[config.mk]
export PLATFORM = sky130hd
export DESIGN_NAME = rtc_fields_to_epoch_check
export DESIGN_NICKNAME = d
export VERILOG_FILES = /design/src/rtl/core/rtce_pkg.sv /design/src/rtl/core/rtce_ctrl.sv /design/src/rtl/core/rtce_dp.sv /design/src/rtl/core/rtc_fields_to_epoch_check.sv
export SDC_FILE = /design/constraint.sdc
export NUM_CORES = 1
export LEC_CHECK = 0
export BUFFER_PORTS_ARGS = -buffer_cell sky130_fd_sc_hd__buf_2
export CAP_MARGIN = 20
export CORE_MARGIN = 3
export CORE_UTILIZATION = 64
export CTS_BUF_LIST = sky130_fd_sc_hd__clkbuf_16
export DETAILED_ROUTE_END_ITERATION = 10
export PLACE_DENSITY_LB_ADDON = 0.25
export SYNTH_ARGS = -nofsm -noshare
export SYNTH_HDL_FRONTEND = slang
export SYNTH_SLANG_ARGS = --single-unit
[constraint.sdc]
create_clock -name i_clk -period 15.3 [get_ports i_clk]
set_clock_uncertainty 0.05 [all_clocks]
set_input_delay 3.825 -clock i_clk [delete_from_list [all_inputs] [get_ports i_clk]]
set_output_delay 3.825 -clock i_clk [all_outputs]
set_load 0.02 [all_outputs]
[src/rtl/core/rtce_pkg.sv]
// Package with types, constants and the month-length function of the RTC epoch converter.
`timescale 1ns / 1ps
package rtce_pkg;

    // Calendar and time constants.
    localparam int unsigned MAX_YEAR_OFFSET = 69;
    localparam int unsigned BASE_YEAR       = 2000;
    localparam int unsigned EPOCH_YEAR      = 1970;
    localparam int unsigned SECS_PER_DAY    = 86400;
    localparam int unsigned SECS_PER_HOUR   = 3600;
    localparam int unsigned SECS_PER_MIN    = 60;
    localparam longint unsigned WINDOW_AHEAD = 366 * 86400;
    localparam int unsigned LAST_MONTH      = 11;
    localparam int unsigned LAST_HOUR       = 23;
    localparam int unsigned LAST_MINUTE     = 59;
    localparam int unsigned LAST_SECOND     = 59;
    // Earliest time a good reading can give: 2000-01-01 00:00:00.
    localparam longint unsigned MIN_EPOCH   = 946684800;

    // Widths of internal values.
    localparam int unsigned YEAR_W  = 12;
    localparam int unsigned DAYS_W  = 16;
    localparam int unsigned TOD_W   = 17;
    localparam int unsigned VALUE_W = 33;
    localparam int unsigned BUILD_W = 33;
    localparam int unsigned EPOCH_W = 32;

    // Result status codes.
    typedef enum logic [1:0] {
        ST_OK      = 2'd0,
        ST_INVALID = 2'd1,
        ST_RANGE   = 2'd2
    } t_status;

    // Commands from the controller to the datapath.
    typedef struct packed {
        logic    load;
        logic    step_year;
        logic    step_month;
        logic    mul;
        logic    sum;
        logic    out_write;
        t_status code;
    } t_cmd;

    // Status from the datapath to the controller.
    typedef struct packed {
        logic year_bad;
        logic field_bad;
        logic years_done;
        logic months_done;
        logic window_ok;
        logic out_free;
    } t_stat;

    // Length of a zero-based month, with February extended in leap years.
    function automatic logic [4:0] month_length(input logic [3:0] mon, input logic leap);
        logic [4:0] d;
        unique case (mon)
            4'd1:                   d = leap ? 5'd29 : 5'd28;
            4'd3, 4'd5, 4'd8, 4'd10: d = 5'd30;
            default:                d = 5'd31;
        endcase
        return d;
    endfunction

endpackage

[src/rtl/core/rtce_ctrl.sv]
// Controller state machine that sequences the checks, the day loops and the window test.
`timescale 1ns / 1ps
module rtce_ctrl import rtce_pkg::*; (
    input  logic  i_clk,
    input  logic  i_rst_n,
    input  logic  i_in_valid,
    output logic  o_in_ready,
    input  t_stat i_stat,
    output t_cmd  o_cmd
);

    typedef enum logic [7:0] {
        S_IDLE   = 8'b0000_0001,
        S_CHECK  = 8'b0000_0010,
        S_YEARS  = 8'b0000_0100,
        S_MONTHS = 8'b0000_1000,
        S_MUL    = 8'b0001_0000,
        S_SUM    = 8'b0010_0000,
        S_WIN    = 8'b0100_0000,
        S_OUT    = 8'b1000_0000
    } t_state;

    t_state  r_state, n_state;
    t_status r_code, n_code;

    // A new request is taken only when the previous one has left for the output register.
    assign o_in_ready = (r_state == S_IDLE);

    // Next state, pending result code and commands.
    always_comb begin
        n_state = r_state;
        n_code  = r_code;
        o_cmd   = '0;
        o_cmd.code = r_code;
        unique case (r_state)
            S_IDLE: begin
                if (i_in_valid) begin
                    o_cmd.load = 1'b1;
                    n_state    = S_CHECK;
                end
            end
            S_CHECK: begin
                if (i_stat.year_bad) begin
                    n_code  = ST_RANGE;
                    n_state = S_OUT;
                end else if (i_stat.field_bad) begin
                    n_code  = ST_INVALID;
                    n_state = S_OUT;
                end else begin
                    n_state = S_YEARS;
                end
            end
            S_YEARS: begin
                if (i_stat.years_done) begin
                    n_state = S_MONTHS;
                end else begin
                    o_cmd.step_year = 1'b1;
                end
            end
            S_MONTHS: begin
                if (i_stat.months_done) begin
                    n_state = S_MUL;
                end else begin
                    o_cmd.step_month = 1'b1;
                end
            end
            S_MUL: begin
                o_cmd.mul = 1'b1;
                n_state   = S_SUM;
            end
            S_SUM: begin
                o_cmd.sum = 1'b1;
                n_state   = S_WIN;
            end
            S_WIN: begin
                n_code  = i_stat.window_ok ? ST_OK : ST_RANGE;
                n_state = S_OUT;
            end
            S_OUT: begin
                if (i_stat.out_free) begin
                    o_cmd.out_write = 1'b1;
                    n_state         = S_IDLE;
                end
            end
            default: begin
                n_state = S_IDLE;
            end
        endcase
    end

    // State and code registers.
    always_ff @(posedge i_clk) begin
        if (!i_rst_n) begin
            r_state <= S_IDLE;
            r_code  <= ST_OK;
        end else begin
            r_state <= n_state;
            r_code  <= n_code;
        end
    end

endmodule

[src/rtl/core/rtce_dp.sv]
// Datapath: field registers, day accumulator, seconds arithmetic, window test and output register.
`timescale 1ns / 1ps
module rtce_dp import rtce_pkg::*; (
    input  logic                 i_clk,
    input  logic                 i_rst_n,
    input  logic                 i_cfg_we,
    input  logic [BUILD_W-1:0]   i_cfg_data,
    input  logic [7:0]           i_year_offset,
    input  logic [3:0]           i_month_index,
    input  logic [4:0]           i_day_of_month,
    input  logic [4:0]           i_hour_value,
    input  logic [5:0]           i_minute_value,
    input  logic [5:0]           i_second_value,
    input  logic                 i_out_ready,
    input  t_cmd                 i_cmd,
    output t_stat                o_stat,
    output logic                 o_out_valid,
    output logic [1:0]           o_status,
    output logic [EPOCH_W-1:0]   o_epoch_seconds
);

    logic [BUILD_W-1:0] r_build;
    logic [7:0]         r_yoff;
    logic [3:0]         r_mon;
    logic [4:0]         r_day;
    logic [4:0]         r_hr;
    logic [5:0]         r_mi;
    logic [5:0]         r_se;
    logic [YEAR_W-1:0]  r_year;
    logic [3:0]         r_month;
    logic [DAYS_W-1:0]  r_days;
    logic [VALUE_W-1:0] r_prod;
    logic [TOD_W-1:0]   r_tod;
    logic [VALUE_W-1:0] r_value;
    logic               r_out_valid;
    t_status            r_status;
    logic [EPOCH_W-1:0] r_epoch;

    logic               target_leap;
    logic [YEAR_W-1:0]  target_year;
    logic [4:0]         target_dim;
    logic [8:0]         year_len;
    logic [DAYS_W-1:0]  n_day_total;
    logic [BUILD_W:0]   window_hi;
    logic               low_ok;
    logic               high_ok;

    // The target year is a leap year whenever its offset from 2000 is a multiple of four.
    assign target_leap = (r_yoff[1:0] == 2'b00);
    assign target_year = YEAR_W'(BASE_YEAR) + YEAR_W'(r_yoff);
    assign target_dim  = month_length(r_mon, target_leap);

    // Between 1970 and 2099 the only leap rule that matters is divisibility by four.
    assign year_len    = (r_year[1:0] == 2'b00) ? 9'd366 : 9'd365;
    assign n_day_total = r_days + DAYS_W'(r_day) - DAYS_W'(1);

    // Window bounds around the build epoch.
    assign window_hi = {1'b0, r_build} + (BUILD_W + 1)'(WINDOW_AHEAD);
    assign low_ok    = (r_build >= BUILD_W'(SECS_PER_DAY)) &&
                       (r_value >= r_build - BUILD_W'(SECS_PER_DAY));
    assign high_ok   = ({1'b0, r_value} <= window_hi);

    // Status toward the controller.
    always_comb begin
        o_stat.year_bad    = (r_yoff > 8'(MAX_YEAR_OFFSET));
        o_stat.field_bad   = (r_mon > 4'(LAST_MONTH)) || (r_day == 5'd0) ||
                             (r_day > target_dim) || (r_hr > 5'(LAST_HOUR)) ||
                             (r_mi > 6'(LAST_MINUTE)) || (r_se > 6'(LAST_SECOND));
        o_stat.years_done  = (r_year == target_year);
        o_stat.months_done = (r_month == r_mon);
        o_stat.window_ok   = low_ok && high_ok;
        o_stat.out_free    = !r_out_valid || i_out_ready;
    end

    // Build epoch register.
    always_ff @(posedge i_clk) begin
        if (!i_rst_n) begin
            r_build <= '0;
        end else if (i_cfg_we) begin
            r_build <= i_cfg_data;
        end
    end

    // Request fields, loop counters and arithmetic.
    always_ff @(posedge i_clk) begin
        if (i_cmd.load) begin
            r_yoff  <= i_year_offset;
            r_mon   <= i_month_index;
            r_day   <= i_day_of_month;
            r_hr    <= i_hour_value;
            r_mi    <= i_minute_value;
            r_se    <= i_second_value;
            r_year  <= YEAR_W'(EPOCH_YEAR);
            r_month <= 4'd0;
            r_days  <= '0;
        end
        if (i_cmd.step_year) begin
            r_year <= r_year + YEAR_W'(1);
            r_days <= r_days + DAYS_W'(year_len);
        end
        if (i_cmd.step_month) begin
            r_month <= r_month + 4'd1;
            r_days  <= r_days + DAYS_W'(month_length(r_month, target_leap));
        end
        if (i_cmd.mul) begin
            r_prod <= VALUE_W'({17'b0, n_day_total} * VALUE_W'(SECS_PER_DAY));
            r_tod  <= TOD_W'({12'b0, r_hr} * TOD_W'(SECS_PER_HOUR)) +
                      TOD_W'({11'b0, r_mi} * TOD_W'(SECS_PER_MIN)) +
                      TOD_W'(r_se);
        end
        if (i_cmd.sum) begin
            r_value <= r_prod + VALUE_W'(r_tod);
        end
    end

    // Output register, freed when the downstream side takes the result.
    always_ff @(posedge i_clk) begin
        if (!i_rst_n) begin
            r_out_valid <= 1'b0;
        end else if (i_cmd.out_write) begin
            r_out_valid <= 1'b1;
        end else if (i_out_ready) begin
            r_out_valid <= 1'b0;
        end
    end

    always_ff @(posedge i_clk) begin
        if (i_cmd.out_write) begin
            r_status <= i_cmd.code;
            r_epoch  <= (i_cmd.code == ST_OK) ? r_value[EPOCH_W-1:0] : '0;
        end
    end

    assign o_out_valid     = r_out_valid;
    assign o_status        = r_status;
    assign o_epoch_seconds = r_epoch;

endmodule

[src/rtl/core/rtc_fields_to_epoch_check.sv]
// Top level of the RTC reading to Unix epoch converter with range checks.
//
//   Channel  Direction  Handshake                     Payload
//   in       request    i_in_valid / o_in_ready       year, month, day, hour, minute, second
//   out      result     o_out_valid / i_out_ready     o_status, o_epoch_seconds
//   cfg      write      i_cfg_we                      i_cfg_data (build epoch)
//
// A request failing the year or field checks goes from the check to the output state; others
// run the year loop from 1970, one year per cycle, then months, multiply, sum and window test.
// One request is in work at a time; the next is taken as soon as the result is in the
// output register, even while that result waits for i_out_ready.
// Reset is synchronous and active low; it clears the controller, the output valid and the
// build epoch. A stalled output holds the finished request in the last state.
`timescale 1ns / 1ps
module rtc_fields_to_epoch_check import rtce_pkg::*; (
    input  logic                 i_clk,
    input  logic                 i_rst_n,
    input  logic                 i_cfg_we,
    input  logic [BUILD_W-1:0]   i_cfg_data,
    input  logic                 i_in_valid,
    output logic                 o_in_ready,
    input  logic [7:0]           i_year_offset,
    input  logic [3:0]           i_month_index,
    input  logic [4:0]           i_day_of_month,
    input  logic [4:0]           i_hour_value,
    input  logic [5:0]           i_minute_value,
    input  logic [5:0]           i_second_value,
    output logic                 o_out_valid,
    input  logic                 i_out_ready,
    output logic [1:0]           o_status,
    output logic [EPOCH_W-1:0]   o_epoch_seconds
);

    t_cmd  cmd;
    t_stat stat;

    // Sequencer.
    rtce_ctrl u_ctrl (
        .i_clk      (i_clk),
        .i_rst_n    (i_rst_n),
        .i_in_valid (i_in_valid),
        .o_in_ready (o_in_ready),
        .i_stat     (stat),
        .o_cmd      (cmd)
    );

    // Arithmetic and storage.
    rtce_dp u_dp (
        .i_clk           (i_clk),
        .i_rst_n         (i_rst_n),
        .i_cfg_we        (i_cfg_we),
        .i_cfg_data      (i_cfg_data),
        .i_year_offset   (i_year_offset),
        .i_month_index   (i_month_index),
        .i_day_of_month  (i_day_of_month),
        .i_hour_value    (i_hour_value),
        .i_minute_value  (i_minute_value),
        .i_second_value  (i_second_value),
        .i_out_ready     (i_out_ready),
        .i_cmd           (cmd),
        .o_stat          (stat),
        .o_out_valid     (o_out_valid),
        .o_status        (o_status),
        .o_epoch_seconds (o_epoch_seconds)
    );

endmodule

==> impl_metrics.env <==
export IMPL_dr_total_vias=12400
export IMPL_num_fill_cells=1947
export IMPL_worst_pin_slew_ns=1.08
export IMPL_antenna_found_initial=0
export IMPL_post_cts_resized=0
export IMPL_wl_met1_um=14700
export IMPL_area_delta_synth_final_pct=9.51
export IMPL_arrival_ns=8.00
export IMPL_n_antenna_cell=0
export IMPL_timing_worst_setup_path_type="reg2reg"
export IMPL_place_congestion=0.877
export IMPL_dr_pass1_iters=5
export IMPL_cts_hold_buf=0
export IMPL_crit_top_cell="inv_1"
export IMPL_fp_dieH_um=170
export IMPL_drc=0
export IMPL_initial_utilization_pct=65.5
export IMPL_layout_drive_gt1_share_pct=9.66
export IMPL_maxCapViolCount=0
export IMPL_fin_nets=2151
export IMPL_synth_nets=2050
export IMPL_synth_seq_cells=220
export IMPL_hold_viol_final=0
export IMPL_rsz0062_at_grt="false"
export IMPL_critPathCaptureType="register"
export IMPL_cp_top_family="adder cells"
export IMPL_period_minus_slack_ns=7.75
export IMPL_ant_nets=0
export IMPL_htree_levels=1
export IMPL_grt_start_max_net_pins=46
export IMPL_drt_iter0_markers=631
export IMPL_async_flop_share_pct=0
export IMPL_slew_violations=0
export IMPL_synth_avg_cell_area_um2=10.3
export IMPL_die_area_mm2=0.0289
export IMPL_io_pins=108
export IMPL_cts_root_buffer="clkbuf_16"
export IMPL_startpoint_type="register"
export IMPL_clock_latency_ns=0.54
export IMPL_synth_edff_count=176
export IMPL_worstPathRequired_ns=15.54
export IMPL_dr_max_layer_used="met4"
export IMPL_wl_um=35200
export IMPL_grt_overflow=0
export IMPL_regArea_mm2=0.00617
export IMPL_layout_common_cells="ha_1, inv_1, edfxtp_1"
export IMPL_numCtsBuffers=25
export IMPL_ys_seq_area_share_pct=35.8
export IMPL_ys_warnings_count=0
export IMPL_max_slew_margin_pct=27.3
export IMPL_clk_path_buf_depth=3
export IMPL_synthFlopType="edfxtp_1"
export IMPL_grt_usage_pct=24.5
export IMPL_grt_pass1_vias=12600
export IMPL_slowest_stage="fa_1"
export IMPL_cts_tree="yes"
export IMPL_clk_pin_slew_worst_paths_ns=0.06
export IMPL_cpPeakStageDelay_ns=0.56
export IMPL_grt_pass1_wl_um=58700
export IMPL_core_area_mm2=0.0263
export IMPL_synth_area_mm2=0.0172
export IMPL_synthCells=1672
export IMPL_port_buffers=107
export IMPL_wl_per_cell_um=16.6
export IMPL_multi_input_area_mm2=0.0102
export IMPL_hold_path_class="reg2reg"
export IMPL_route_met3_wl_um=1550
export IMPL_viasPerCell=5.81
export IMPL_path_buf_inv=7
export IMPL_setup_violations=0
export IMPL_critPathMaxFanout=5
export IMPL_rows=59
export IMPL_clkSinkCount=220
export IMPL_fin_tns_setup_ns=0
export IMPL_cts_setup_buffers=0
export IMPL_layout_commonest_cell="ha_1"
export IMPL_place_hpwl_um=27700
export IMPL_fmax_mhz=129
export IMPL_die_x_um=170
export IMPL_post_route_period_util_pct=50.7
export IMPL_status="finished, final reports clean"
export IMPL_dr_wl_met2_um=17800
export IMPL_synth_cell_types=79
==> final cells by class <==
class	instances	share of cell area, %
repair buffers	113	3.08
flip-flops and latches	220	32.7
clock buffers	25	3.32
multi-input cells	1213	53.9
well taps	335	2.22
inverters	200	3.98
clock inverters	19	0.783
==> per-layer routing <==
layer	GRT usage [%]	vias to the layer above
met3	3.25	71
met5	0	-
met4	8.04	0
met2	45.2	281
met1	29.7	5861
li1	-	6139
==> path summary, 6_finish.rpt <==
| kind | start | to | slack (ns) | depth (start not counted) |
|---|---|---|---|---|
| worst min register to register | u_dp.r_tod[6] | u_dp.r_value[6] | 0.36 | 0 |
| worst max register to register | u_dp.r_days[1] | u_dp.r_prod[30] | 7.55 | 29 |
| worst min-delay path | u_dp.r_tod[6] | u_dp.r_value[6] | 0.36 | 0 |
| worst max-delay path | u_dp.r_days[1] | u_dp.r_prod[30] | 7.55 | 29 |
==> through the flow <==
step	hold WS [ns]	setup slack (ns)	area, um^2	utilization (%)	instances
global placement	0.350	7.83	18100	68.8	2081
finish	0.361	7.55	18900	71.8	2125
detailed placement	0.356	7.61	18100	68.8	2081
global route	0.378	7.13	18900	71.8	2125
CTS	0.360	7.56	18900	71.8	2125
floorplan	0.350	8.26	17200	-	1672
==> worst register-to-register path: cells and delay by family (launching register included) <==
family	cells	cell delay, ns
AOI/OAI and AO/OA	8	2.01
DFF	1	0.49
adders and majority gates	8	3.07
buffers and inverters	7	0.50
and+or+nand+nor	5	0.94
xor gates and xnor gates	1	0.43
==> synthesized netlist by cell type, types with 3 or more instances <==
cell	n	area share, %
or3_1	12	0.44
nand3_1	45	1.3
o31ai_1	7	0.31
nor2b_1	51	1.9
and2_1	41	1.5
o211ai_1	15	0.65
fa_1	50	5.8
o22ai_1	4	0.15
ha_1	256	19
a21o_1	43	1.9
a22oi_1	3	0.13
nand2_1	61	1.3
nand4_1	21	0.76
mux2i_1	35	2.0
edfxtp_1	176	31
inv_1	200	4.4
a31o_2	3	0.15
a31oi_1	12	0.44
nor4_1	12	0.44
o41ai_1	3	0.15
a211oi_1	20	0.87
a211o_1	6	0.31
or2_2	8	0.29
dfxtp_1	44	5.1
a2111oi_0	3	0.15
o21a_1	8	0.35
o21bai_1	12	0.52
and4_1	3	0.15
nor3b_1	5	0.22
and3_1	21	0.76
a21oi_1	88	2.6
buf_2	4	0.12
nor4b_1	6	0.31
nand3b_1	5	0.22
or4_1	6	0.26
o21ai_1	8	0.23
nor2_1	73	1.6
nor3_1	28	0.81
o21ai_0	45	1.3
xor2_1	61	3.1
xnor2_1	83	4.2
nand2b_1	12	0.44
clkbuf_1	31	0.68
==> state kept, by name (all words and copies together), names as in the netlist <==
name	flops
u_dp.r_se	6
u_dp.o_status	2
u_dp.r_year	12
u_dp.r_hr	5
u_ctrl.r_state	8
u_dp.r_value	33
u_dp.r_day	5
u_dp.r_days	16
u_dp.r_mi	6
u_dp.r_build	33
u_dp.o_out_valid	1
u_dp.r_tod	17
u_dp.r_yoff	8
u_dp.r_mon	4
u_dp.r_month	4
u_dp.r_prod	26
u_dp.o_epoch_seconds	32
u_ctrl.r_code	2
==> cell families after synthesis <==
| logic type | count (synthesis) | share of synthesized area (%) |
|---|---|---|
| flops | 220 | 35.8 |
| buf+inv | 239 | 5.31 |
| mux | 35 | 2.03 |
| xor+xnor | 144 | 7.32 |
| fa+ha+maj | 306 | 24.4 |
| simple gates | 422 | 13.5 |
| compound gates | 306 | 11.6 |
Power is left out: the tool's default activity adds up to more than one toggle a clock period on the data nets, which glitch-free logic cannot reach.
